## src/rtl/core/tlp_pkg.sv

```systemverilog
package tlp_pkg;

    localparam int MAX_LINE_DEF = 160;
    localparam int WINDOW       = 18;
    localparam int NUM_KW       = 5;
    localparam int NUM_PAT      = NUM_KW + 1;
    localparam int PAT_MM       = NUM_KW;

    localparam logic [7:0] CH_LF = 8'h0A;
    localparam logic [7:0] CH_CR = 8'h0D;
    localparam logic [7:0] CH_0  = 8'h30;
    localparam logic [7:0] CH_9  = 8'h39;

    localparam logic [4:0]  STOP_MASK   = 5'b00111;
    localparam logic [4:0]  CLEAR_MASK  = 5'b11000;
    localparam logic [19:0] RANGE_LIMIT = 20'd65535;

    localparam logic [8*17-1:0] KW0 = "EVT OBSTACLE STOP";
    localparam logic [8*18-1:0] KW1 = "ERR MOTOR obstacle";
    localparam logic [8*9-1:0]  KW2 = "blocked=1";
    localparam logic [8*18-1:0] KW3 = "EVT OBSTACLE CLEAR";
    localparam logic [8*9-1:0]  KW4 = "blocked=0";
    localparam logic [8*3-1:0]  KMM = "mm=";

    typedef enum logic [2:0] {
        PH_SEARCH = 3'd0,
        PH_KEY    = 3'd1,
        PH_DIGITS = 3'd2,
        PH_DONE   = 3'd3,
        PH_NONE   = 3'd4
    } phase_t;

    typedef struct packed {
        logic shift;
        logic clear;
    } cell_ctl_t;

    typedef logic [NUM_PAT-1:0] pat_vec_t;

    // Expected character of pattern pat at window position pos, with a care bit on top.
    // The pattern sits right-aligned in the window, its last character in the newest cell.
    function automatic logic [8:0] pattern_char(input int pat, input int pos);
        int len;
        int idx;
        logic [8:0] res;
        res = 9'd0;
        case (pat)
            0: len = 17;
            1: len = 18;
            2: len = 9;
            3: len = 18;
            4: len = 9;
            default: len = 3;
        endcase
        idx = pos - (WINDOW - len);
        if (idx >= 0 && idx < len) begin
            case (pat)
                0: res = {1'b1, KW0[8*(len-1-idx) +: 8]};
                1: res = {1'b1, KW1[8*(len-1-idx) +: 8]};
                2: res = {1'b1, KW2[8*(len-1-idx) +: 8]};
                3: res = {1'b1, KW3[8*(len-1-idx) +: 8]};
                4: res = {1'b1, KW4[8*(len-1-idx) +: 8]};
                default: res = {1'b1, KMM[8*(len-1-idx) +: 8]};
            endcase
        end
        return res;
    endfunction

endpackage

```

## src/rtl/core/tlp_cell.sv

```systemverilog
module tlp_cell #(
    parameter int POS = 0
) (
    input  logic                 clk,
    input  logic                 rst_n,
    input  tlp_pkg::cell_ctl_t   ctl,
    input  logic [7:0]           din,
    input  tlp_pkg::pat_vec_t    match_in,
    output logic [7:0]           dout,
    output tlp_pkg::pat_vec_t    match_out
);
    import tlp_pkg::*;

    logic [7:0] byte_reg;
    logic [7:0] byte_next;
    pat_vec_t   eq;

    always_comb
    begin
        byte_next = byte_reg;
        if (ctl.clear)
        begin
            byte_next = 8'd0;
        end
        else if (ctl.shift)
        begin
            byte_next = din;
        end
    end

    always_ff @(posedge clk or negedge rst_n)
    begin
        if (!rst_n)
        begin
            byte_reg <= 8'd0;
        end
        else
        begin
            byte_reg <= byte_next;
        end
    end

    // Unfilled cells hold zero, which no pattern character equals.
    always_comb
    begin
        for (int j = 0; j < NUM_PAT; j++)
        begin
            logic [8:0] pc;
            pc    = pattern_char(j, POS);
            eq[j] = !pc[8] || (byte_reg == pc[7:0]);
        end
    end

    assign dout      = byte_reg;
    assign match_out = match_in & eq;

endmodule

```

## src/rtl/core/telemetry_line_parser_core.sv

```systemverilog
// Telemetry line parser.
// Input channel: in_valid / in_stall with rx_byte, one received serial byte per beat.
// Output channel: out_valid / out_stall with range_valid, range_mm, event_valid,
// obstacle_blocked and line_length, one beat per finished non-empty line.
// A line feed ends a line; carriage returns are skipped; a byte arriving on a
// full line (MAX_LINE stored bytes) clears the line and is dropped.
// Throughput is one byte per cycle while in_stall is low. The line feed that ends a line produces its
// result in the cycle after it is accepted, from the output register.
// Keywords are found by a row of WINDOW byte cells that shift in each stored
// byte; every cell compares its byte against the pattern characters at its
// position and the partial matches run down the row.
// Reset empties the line and the byte cells and clears out_valid.
// in_stall is high only while a result sits in the output register and the
// receiver stalls it; the next byte is taken in the same cycle the result leaves.
module telemetry_line_parser_core #(
    parameter int MAX_LINE = tlp_pkg::MAX_LINE_DEF
) (
    input  logic        clk,
    input  logic        rst_n,
    input  logic        in_valid,
    output logic        in_stall,
    input  logic [7:0]  rx_byte,
    output logic        out_valid,
    input  logic        out_stall,
    output logic        range_valid,
    output logic [15:0] range_mm,
    output logic        event_valid,
    output logic        obstacle_blocked,
    output logic [7:0]  line_length
);
    import tlp_pkg::*;

    localparam logic [7:0] MaxLen = 8'(MAX_LINE);

    logic [7:0]  len_reg, len_next;
    logic [4:0]  flags_reg, flags_next;
    phase_t      phase_reg, phase_next;
    logic [15:0] val_reg, val_next;
    logic        ovf_reg, ovf_next;

    logic        ov_reg, ov_next;
    logic        rv_reg, rv_next;
    logic [15:0] mm_reg, mm_next;
    logic        ev_reg, ev_next;
    logic        blk_reg, blk_next;
    logic [7:0]  ll_reg, ll_next;

    logic        accept, is_lf, is_cr, is_digit, full;
    logic        clear_line, append, emit;
    cell_ctl_t   ctl;
    logic [7:0]  win [WINDOW];
    pat_vec_t    chain [WINDOW+1];
    pat_vec_t    match;
    logic [4:0]  flags_now;
    phase_t      phase_eff;
    logic [19:0] prod;
    logic        stop_seen, clr_seen, rv_now;

    assign in_stall = ov_reg && out_stall;
    assign accept   = in_valid && !in_stall;
    assign is_lf    = rx_byte == CH_LF;
    assign is_cr    = rx_byte == CH_CR;
    assign is_digit = (rx_byte >= CH_0) && (rx_byte <= CH_9);
    assign full     = len_reg >= MaxLen;

    assign clear_line = accept && (is_lf || full);
    assign append     = accept && !is_lf && !full && !is_cr;
    assign emit       = accept && is_lf && (len_reg != 8'd0);

    assign ctl = '{shift: append, clear: clear_line};

    assign chain[0] = '1;

    genvar p;
    generate
        for (p = 0; p < WINDOW; p++)
        begin : g_cell
            logic [7:0] din;
            if (p == WINDOW - 1)
            begin : g_last
                assign din = rx_byte;
            end
            else
            begin : g_mid
                assign din = win[p+1];
            end
            tlp_cell #(
                .POS(p)
            ) u_cell (
                .clk       (clk),
                .rst_n     (rst_n),
                .ctl       (ctl),
                .din       (din),
                .match_in  (chain[p]),
                .dout      (win[p]),
                .match_out (chain[p+1])
            );
        end
    endgenerate

    assign match = chain[WINDOW];

    // The window changes only on a stored byte or a line clear, so a match on the current window
    // stands for the byte stored last and is folded in when the next byte is accepted.
    assign flags_now = flags_reg | match[NUM_KW-1:0];
    assign phase_eff = (phase_reg == PH_SEARCH && match[PAT_MM]) ? PH_KEY : phase_reg;

    assign prod = ({4'd0, val_reg} << 3) + ({4'd0, val_reg} << 1)
                + {12'd0, rx_byte - CH_0};

    assign stop_seen = (flags_now & STOP_MASK) != 5'd0;
    assign clr_seen  = (flags_now & CLEAR_MASK) != 5'd0;
    assign rv_now    = (phase_eff == PH_DIGITS || phase_eff == PH_DONE) && !ovf_reg;

    always_comb
    begin
        len_next   = len_reg;
        flags_next = flags_reg;
        phase_next = phase_reg;
        val_next   = val_reg;
        ovf_next   = ovf_reg;
        if (clear_line)
        begin
            len_next   = 8'd0;
            flags_next = 5'd0;
            phase_next = PH_SEARCH;
            val_next   = 16'd0;
            ovf_next   = 1'b0;
        end
        else if (append)
        begin
            len_next   = len_reg + 8'd1;
            flags_next = flags_now;
            case (phase_eff)
                PH_KEY, PH_DIGITS:
                begin
                    if (is_digit)
                    begin
                        if (ovf_reg || prod > RANGE_LIMIT)
                        begin
                            ovf_next = 1'b1;
                            val_next = RANGE_LIMIT[15:0];
                        end
                        else
                        begin
                            val_next = prod[15:0];
                        end
                        phase_next = PH_DIGITS;
                    end
                    else
                    begin
                        phase_next = (phase_eff == PH_DIGITS) ? PH_DONE : PH_NONE;
                    end
                end
                default:
                begin
                    phase_next = phase_eff;
                end
            endcase
        end
    end

    always_comb
    begin
        ov_next  = ov_reg;
        rv_next  = rv_reg;
        mm_next  = mm_reg;
        ev_next  = ev_reg;
        blk_next = blk_reg;
        ll_next  = ll_reg;
        if (emit)
        begin
            ov_next  = 1'b1;
            rv_next  = rv_now;
            mm_next  = rv_now ? val_reg : 16'd0;
            ev_next  = stop_seen || clr_seen;
            blk_next = stop_seen && !clr_seen;
            ll_next  = len_reg;
        end
        else if (!out_stall)
        begin
            ov_next = 1'b0;
        end
    end

    always_ff @(posedge clk or negedge rst_n)
    begin
        if (!rst_n)
        begin
            len_reg   <= 8'd0;
            flags_reg <= 5'd0;
            phase_reg <= PH_SEARCH;
            val_reg   <= 16'd0;
            ovf_reg   <= 1'b0;
            ov_reg    <= 1'b0;
        end
        else
        begin
            len_reg   <= len_next;
            flags_reg <= flags_next;
            phase_reg <= phase_next;
            val_reg   <= val_next;
            ovf_reg   <= ovf_next;
            ov_reg    <= ov_next;
        end
    end

    always_ff @(posedge clk)
    begin
        rv_reg  <= rv_next;
        mm_reg  <= mm_next;
        ev_reg  <= ev_next;
        blk_reg <= blk_next;
        ll_reg  <= ll_next;
    end

    assign out_valid        = ov_reg;
    assign range_valid      = rv_reg;
    assign range_mm         = mm_reg;
    assign event_valid      = ev_reg;
    assign obstacle_blocked = blk_reg;
    assign line_length      = ll_reg;

    a_len_bound: assert property (@(posedge clk) disable iff (!rst_n)
        len_reg <= MaxLen)
        else $error("stored length beyond line limit");

    a_blk_event: assert property (@(posedge clk) disable iff (!rst_n)
        out_valid && obstacle_blocked |-> event_valid)
        else $error("blocked without event");

    a_range_zero: assert property (@(posedge clk) disable iff (!rst_n)
        out_valid && !range_valid |-> range_mm == 16'd0)
        else $error("range value without valid flag");

    a_len_nonzero: assert property (@(posedge clk) disable iff (!rst_n)
        out_valid |-> line_length != 8'd0)
        else $error("result for an empty line");

    a_line_end: assert property (@(posedge clk) disable iff (!rst_n)
        emit |=> out_valid && len_reg == 8'd0 && phase_reg == PH_SEARCH)
        else $error("line end did not clear line state");

endmodule
```

## config.mk

```make
export PLATFORM = sky130hd
export DESIGN_NAME = telemetry_line_parser_core
export DESIGN_NICKNAME = d
export VERILOG_FILES = /design/src/rtl/core/tlp_pkg.sv /design/src/rtl/core/tlp_cell.sv /design/src/rtl/core/telemetry_line_parser_core.sv
export SDC_FILE = /design/constraint.sdc
export NUM_CORES = 1
export LEC_CHECK = 0
export BUFFER_PORTS_ARGS = -buffer_cell sky130_fd_sc_hd__buf_2
export CAP_MARGIN = 30
export CORE_MARGIN = 2
export CORE_UTILIZATION = 50
export CTS_CLUSTER_SIZE = 10
export DETAILED_ROUTE_END_ITERATION = 12
export PLACE_DENSITY = 0.67
export SLEW_MARGIN = 20
export SYNTH_ARGS = -nofsm -noshare
export SYNTH_HDL_FRONTEND = slang
export SYNTH_SLANG_ARGS = --single-unit
```

## constraint.sdc

```tcl
create_clock -name clk -period 4.1 [get_ports clk]
set_clock_uncertainty 0.2 [all_clocks]
set_input_delay 0.41 -clock clk [delete_from_list [all_inputs] [get_ports clk]]
set_output_delay 0.41 -clock clk [all_outputs]
set_load 0.1 [all_outputs]
```

Word-level counts from Yosys, hierarchy flattened. Cells that the tools add are included.

Input bits: 12. Register bits: 205. Logic and storage cells: 215.

$lt $le $gt $ge: 4. Muxes and demuxes: 58. Reductions and logical operators: 33. Add/sub/neg operators: 4. Equal/unequal tests: 69. Bitwise operators: 18.

Operators by type and width (count): 8-bit by 7-bit == test with 1-bit output (second input constant) (54); 8-bit two-way mux (38); 6-bit AND (17); 16-bit two-way mux (5); 8-bit by 6-bit == test with 1-bit output (second input constant) (9); 19-bit by 17-bit adder with 20-bit output (1); 20-bit by 8-bit adder with 20-bit output (1); 20-bit by 16-bit > comparator with 1-bit output (second input constant) (1); 3-bit two-way mux (6); 8-bit by 4-bit == test with 1-bit output (second input constant) (2); 1-bit logical AND (12); 5-bit two-way mux (2); 5-bit nonzero test (2); 8-bit by 1-bit adder with 8-bit output (second input constant) (1); 8-bit by 6-bit >= comparator with 1-bit output (second input constant) (1); 8-bit >= comparator (second input constant) (1); 8-bit by 6-bit less-or-equal comparator with 1-bit output (second input constant) (1); 2-bit nonzero test (4); 8-bit nonzero test (1); 8-bit by 6-bit subtractor with 8-bit output (second input constant) (1); 1-bit two-way mux (7); 3-bit by 2-bit == test with 1-bit output (second input constant) (2); 1-bit zero test (6); 5-bit OR (1); other kinds (7) (10).

Logic depth before layout (Yosys ltp).
Depth after elaboration: 26. Depth in mapped cells: 13. Mapped depth without buffers: 11.

Modules after synthesis. Synthesis repeated with hierarchy kept, for this count alone.

Cell total of the unflattened synthesis: 1043. Area total of the unflattened synthesis: 11133.2 um2.

Modules (own cells, without submodules): telemetry_line_parser_core (cells an instance 344, seq. area each 1661.6 um2, times used 1, area an instance 3595.9 um2); tlp_cell (g_cell[16].u_cell) (cells an instance 42, seq. area each 200.2 um2, times used 1, area an instance 446.7 um2); tlp_cell (g_cell[14].u_cell) (cells an instance 40, seq. area each 200.2 um2, times used 1, area an instance 445.4 um2); tlp_cell (g_cell[17].u_cell) (cells an instance 41, seq. area each 200.2 um2, times used 1, area an instance 442.9 um2); tlp_cell (g_cell[13].u_cell) (cells an instance 41, seq. area each 200.2 um2, times used 1, area an instance 434.2 um2); tlp_cell (g_cell[15].u_cell) (cells an instance 38, seq. area each 200.2 um2, times used 1, area an instance 430.4 um2); tlp_cell (g_cell[12].u_cell) (cells an instance 38, seq. area each 200.2 um2, times used 1, area an instance 425.4 um2); tlp_cell (g_cell[2].u_cell) (cells an instance 37, seq. area each 200.2 um2, times used 1, area an instance 425.4 um2); tlp_cell (g_cell[6].u_cell) (cells an instance 39, seq. area each 200.2 um2, times used 1, area an instance 415.4 um2); tlp_cell (g_cell[10].u_cell) (cells an instance 41, seq. area each 200.2 um2, times used 1, area an instance 414.1 um2); tlp_cell (g_cell[11].u_cell) (cells an instance 40, seq. area each 200.2 um2, times used 1, area an instance 412.9 um2); tlp_cell (g_cell[1].u_cell) (cells an instance 37, seq. area each 200.2 um2, times used 1, area an instance 411.6 um2); tlp_cell (g_cell[5].u_cell) (cells an instance 38, seq. area each 200.2 um2, times used 1, area an instance 411.6 um2); tlp_cell (g_cell[7].u_cell) (cells an instance 38, seq. area each 200.2 um2, times used 1, area an instance 410.4 um2); 5 more rows.

Least setup slack after synthesis. No wires, ideal clock.

Kind: input port to flip-flop. Start: in rx_byte[4]. End: reg ev_reg, in the netlist event_valid, enable pin. Buffers on the path: 0. Stages: 5. Path slack: 34 ps. Data arrival time: 3404 ps. Cell sequence: inv_1 ha_1 nand3_1 or4b_1 a311oi_1.

Word-level cells in the longest chain between the ends: 3.

Ends and longest elaborated chain: start: declaration (RTL line telemetry_line_parser_core.sv:22) `input logic [7:0] rx_byte,`; 8-bit by 4-bit == test with 1-bit output (RTL line telemetry_line_parser_core.sv:61) `assign is_lf = rx_byte == CH_LF;`; 1-bit logical AND (2 in series) (RTL line telemetry_line_parser_core.sv:68) `assign emit = accept && is_lf && (len_reg != 8'd0);`; via emit (RTL line telemetry_line_parser_core.sv:49) `logic clear_line, append, emit;`; end signal: assignment (RTL line telemetry_line_parser_core.sv:212) `ev_reg <= ev_next;`; end: declaration (RTL line telemetry_line_parser_core.sv:44) `logic ev_reg, ev_next;`.

The timed path passes the listed nets, and every way through them passes these cells. A chain may end at the register's enable or synchronous reset.

Worst setup path in the final report.
Start: in rx_byte[4]. End: reg val_reg[13].

Word-level cells in the longest chain between the ends: 9. Elaborated cells on any way between the ends: 25. Classes of those cells: 2 x add/sub; 3 x order compare; 2 x eq/ne; 5 x mux; 13 x reduce/logical.

Ends and longest elaborated chain: 8-bit by 6-bit subtractor with 8-bit output (RTL line telemetry_line_parser_core.sv:109) `+ {12'd0, rx_byte - CH_0};`; 20-bit by 8-bit adder with 20-bit output (RTL line telemetry_line_parser_core.sv:109); 20-bit by 16-bit > comparator with 1-bit output (RTL line telemetry_line_parser_core.sv:139) `if (ovf_reg || prod > RANGE_LIMIT)`; 1-bit logical OR (RTL line telemetry_line_parser_core.sv:139); 16-bit two-way mux (RTL line telemetry_line_parser_core.sv:139); 16-bit two-way mux (RTL line telemetry_line_parser_core.sv:137) `if (is_digit)`; 16-bit two-way mux (RTL line telemetry_line_parser_core.sv:134) `case (phase_eff)`; 16-bit two-way mux (RTL line telemetry_line_parser_core.sv:130) `else if (append)`; 16-bit two-way mux (RTL line telemetry_line_parser_core.sv:122) `if (clear_line)`; end signal: assignment (RTL line telemetry_line_parser_core.sv:202) `val_reg <= val_next;`; end: declaration (RTL line telemetry_line_parser_core.sv:38) `logic [15:0] val_reg, val_next;`.

Parallel ways exist; a longest one is shown, timed or not. The select of a mux whose other input is x is not followed.

==> impl_metrics.env <==
export IMPL_grt_pass1_wl_mm=37.6
export IMPL_postLayoutCellArea_sq_um=10600
export IMPL_worst_skew_pair_late_latency_ns=0.52
export IMPL_synthCells=855
export IMPL_fmax_ghz=0.257
export IMPL_slew_headroom_pct=34.9
export IMPL_antenna_found_initial=0
export IMPL_seq_area_frac_synth_pct=56.1
export IMPL_synth_seq_cells=205
export IMPL_cp_cell_sequence="dlygate4sd3_1, buf_2, ha_1, xnor2_1, fa_1, ha_1, a21oi_1, o211ai_1, and3b_1, a2111oi_1, and3_1, o31a_1, buf_4, a31oi_1"
export IMPL_power_total_mw=4.94
export IMPL_crit_family="adder cells"
export IMPL_worstMarginPinSlew_ns=0.976
export IMPL_htreeDepth=1
export IMPL_irDropWorstVdd_mv=0.265
export IMPL_placedInstanceArea_sq_um=9890
export IMPL_cts_path_max_buffers=3
export IMPL_globalRoute_totalOverflow=0
export IMPL_setup_tns_ns=0
export IMPL_ios=41
export IMPL_synth_cell_types=59
export IMPL_hold_ws_ns=0.0383
export IMPL_utilization_pct=57.3
export IMPL_drive_gt1_share_pct=10.9
export IMPL_cp_required_ns=4.23
export IMPL_port_buffers=40
export IMPL_cpMaxStageDelayCell="dlygate4sd3_1"
export IMPL_core_area_sq_um=18600
export IMPL_hold_viol=0
export IMPL_vias_per_cell=6.18
export IMPL_largest_reg_flops=144
export IMPL_slowest_delay_ns=0.53
export IMPL_syn_nets=904
export IMPL_drv_slew=0
export IMPL_p_leak_nw=4.76
export IMPL_hold_class="in2reg"
export IMPL_drc=0
export IMPL_grt_max_degree=100
export IMPL_root_buffer="clkbuf_16"
export IMPL_maxCapViolations=0
export IMPL_hpwl_mm=15.2
export IMPL_power_density_nw_per_um2=464
export IMPL_path_clk_slew_ns=0.06
export IMPL_ys_async_sr_fraction_pct=86.8
export IMPL_drt_wl_total_mm=22.9
export IMPL_worstSetupEndpointType="register"
export IMPL_cts_buffers=24
export IMPL_start_util_pct=50.5
export IMPL_yosys_warnings=0
export IMPL_cts_tree="built"
export IMPL_area_growth_pct=13.3
export IMPL_grt_pass1_vias=6775
export IMPL_cp_common_cell="ha_1"
export IMPL_n_antenna_cell=0
export IMPL_period_needed_ns=3.90
export IMPL_die_w_um=141
export IMPL_finalCritPeriodShare_pct=95.0
export IMPL_nets=946
export IMPL_dieArea_sq_um=19900
export IMPL_drt_pass1_iter_count=5
export IMPL_setup_violations=0
export IMPL_grt_usage_pct=23.7
export IMPL_via_count=7023
export IMPL_gp_congestion=0.903
export IMPL_ant_nets=0
export IMPL_rrSetupSlack_ns=0.55
export IMPL_cts_sinks=205
export IMPL_synth_edf_count=27
export IMPL_rsz0062_at_grt="no"
export IMPL_crit_buf_inv=3
export IMPL_critPathMaxFanout=17
export IMPL_outcome="completed"
export IMPL_die_y_um=141
export IMPL_startpoint_type="input pin"
export IMPL_synth_cell_area_sq_um=9390
export IMPL_first_iter_violations=644
export IMPL_rows=50
export IMPL_syn_area_per_cell_sq_um=11.0
export IMPL_synth_flop_cell="dfrtp_1"
export IMPL_wl_per_cell_um=20.1
export IMPL_critPathArrivalTime_ns=4.02
export IMPL_critical_path_class="in2reg"
==> cell usage after synthesis, drive strengths merged (3+ instances only) <==
cell	count	share of area, %
and3	3	0.20
or3	3	0.23
clkbuf	39	1.6
and2	17	1.1
a22o	90	8.4
and4b	6	0.64
nor3b	3	0.24
o21ai	25	1.3
ha	31	4.1
nand3	9	0.48
fa	6	1.3
dfrtp	178	47
xor2	13	1.2
nand4	16	1.1
or4	6	0.52
nor2	33	1.3
inv	13	0.52
nor4	13	1.0
a21o	4	0.32
nand2	135	5.4
nand3b	4	0.32
nand2b	6	0.40
nand4b	7	0.65
a21oi	71	3.8
xnor2	5	0.47
or4b	3	0.32
nor4b	11	1.0
buf	6	0.28
nor3	15	0.80
a31oi	21	1.4
o211ai	4	0.32
edfxtp	27	8.6
nor4bb	10	1.1
==> path summary, 6_finish.rpt <==
check                                                  to  depth (start not counted)    startpoint
worst min-delay path                            out_valid                          4     out_stall
worst max register to register                val_reg[13]                         10    val_reg[2]
worst max-delay path                          val_reg[13]                         14    rx_byte[4]
max in group asynchronous       g_cell[15].u_cell.dout[3]                          4         rst_n
worst min register to register               flags_reg[1]                          1  flags_reg[1]
min in group asynchronous       g_cell[10].u_cell.dout[5]                          2         rst_n
==> area by class of cell <==
cell class,instances,area (sq um)
Clock buffer,30,623
Clock inverter,2,21.3
Fill cell,1590,7940
Inverter,13,48.8
Multi-Input combinational cell,592,3980
Sequential cell,205,5270
Tap cell,234,293
Timing Repair Buffer,61,417
==> report_power, final <==
part / internal (mW) / switching [mW]
Clock: 1.05 / 0.763
Combinational: 0.254 / 0.245
Sequential: 2.31 / 0.316
==> layer usage <==
metal | share of wire (%) | vias up | global-route usage [%]
met5 | 0 | - | 0
met4 | 1.7 | 0 | 5.53
met3 | 5.3 | 28 | 3.33
met2 | 46 | 195 | 35.2
met1 | 47 | 3556 | 37.2
li1 | - | 3244 | -
==> stage by stage <==
stage / setup slack (ns) / instances
floorplan: 0.0336 / 855
global placement: 0.320 / 1096
detailed placement: 0.220 / 1096
CTS: 0.182 / 1136
global route: 0.00273 / 1137
finish: 0.204 / 1137
==> layout by cell type (no fill, tap or decap), types with 13 or more instances in the layout <==
cell / synthesis / routed
o21ai_0: 24 / 24
edfxtp_1: 27 / 27
and2_1: 17 / 17
buf_2: 3 / 39
a31oi_1: 21 / 21
nand2_1: 135 / 135
a22o_1: 88 / 88
xor2_1: 13 / 13
inv_1: 13 / 13
a21oi_1: 71 / 70
dfrtp_1: 178 / 178
ha_1: 31 / 31
nor3_1: 15 / 15
clkbuf_16: 0 / 24
nand4_1: 15 / 15
nor2_1: 33 / 30
==> logic make-up (layout without fill, tap and decap cells) <==
logic type	after synthesis	count (layout)	share of synthesized area, %
and+or+nand+nor	309	309	17.7
DFF	205	205	56.1
buffers and inverters	58	106	2.36
xor gates and xnor gates	18	18	1.68
muxes	1	1	0.120
adders and majority gates	37	37	5.41
AOI/OAI and AO/OA	227	227	16.7
==> worst reg2reg max path, cell delays in order (launching register included) <==
cell and delay, ns:
dfrtp_1 0.45, fa_1 0.48, ha_1 0.33, a211oi_1 0.36
o211ai_1 0.16, and3b_1 0.19, a2111oi_1 0.48, and3_1 0.25
o31a_1 0.13, buf_4 0.22, a31oi_1 0.11
==> repair_timing <==
action | 4_1_cts | 5_1_grt
hold endpoints to repair | 104 | 0
hold buffers | 8 | 0
setup buffers | 0 | 0
resized for setup | 0 | 3
setup endpoints to repair | 0 | 16
(Power assumes the default switching activity.)
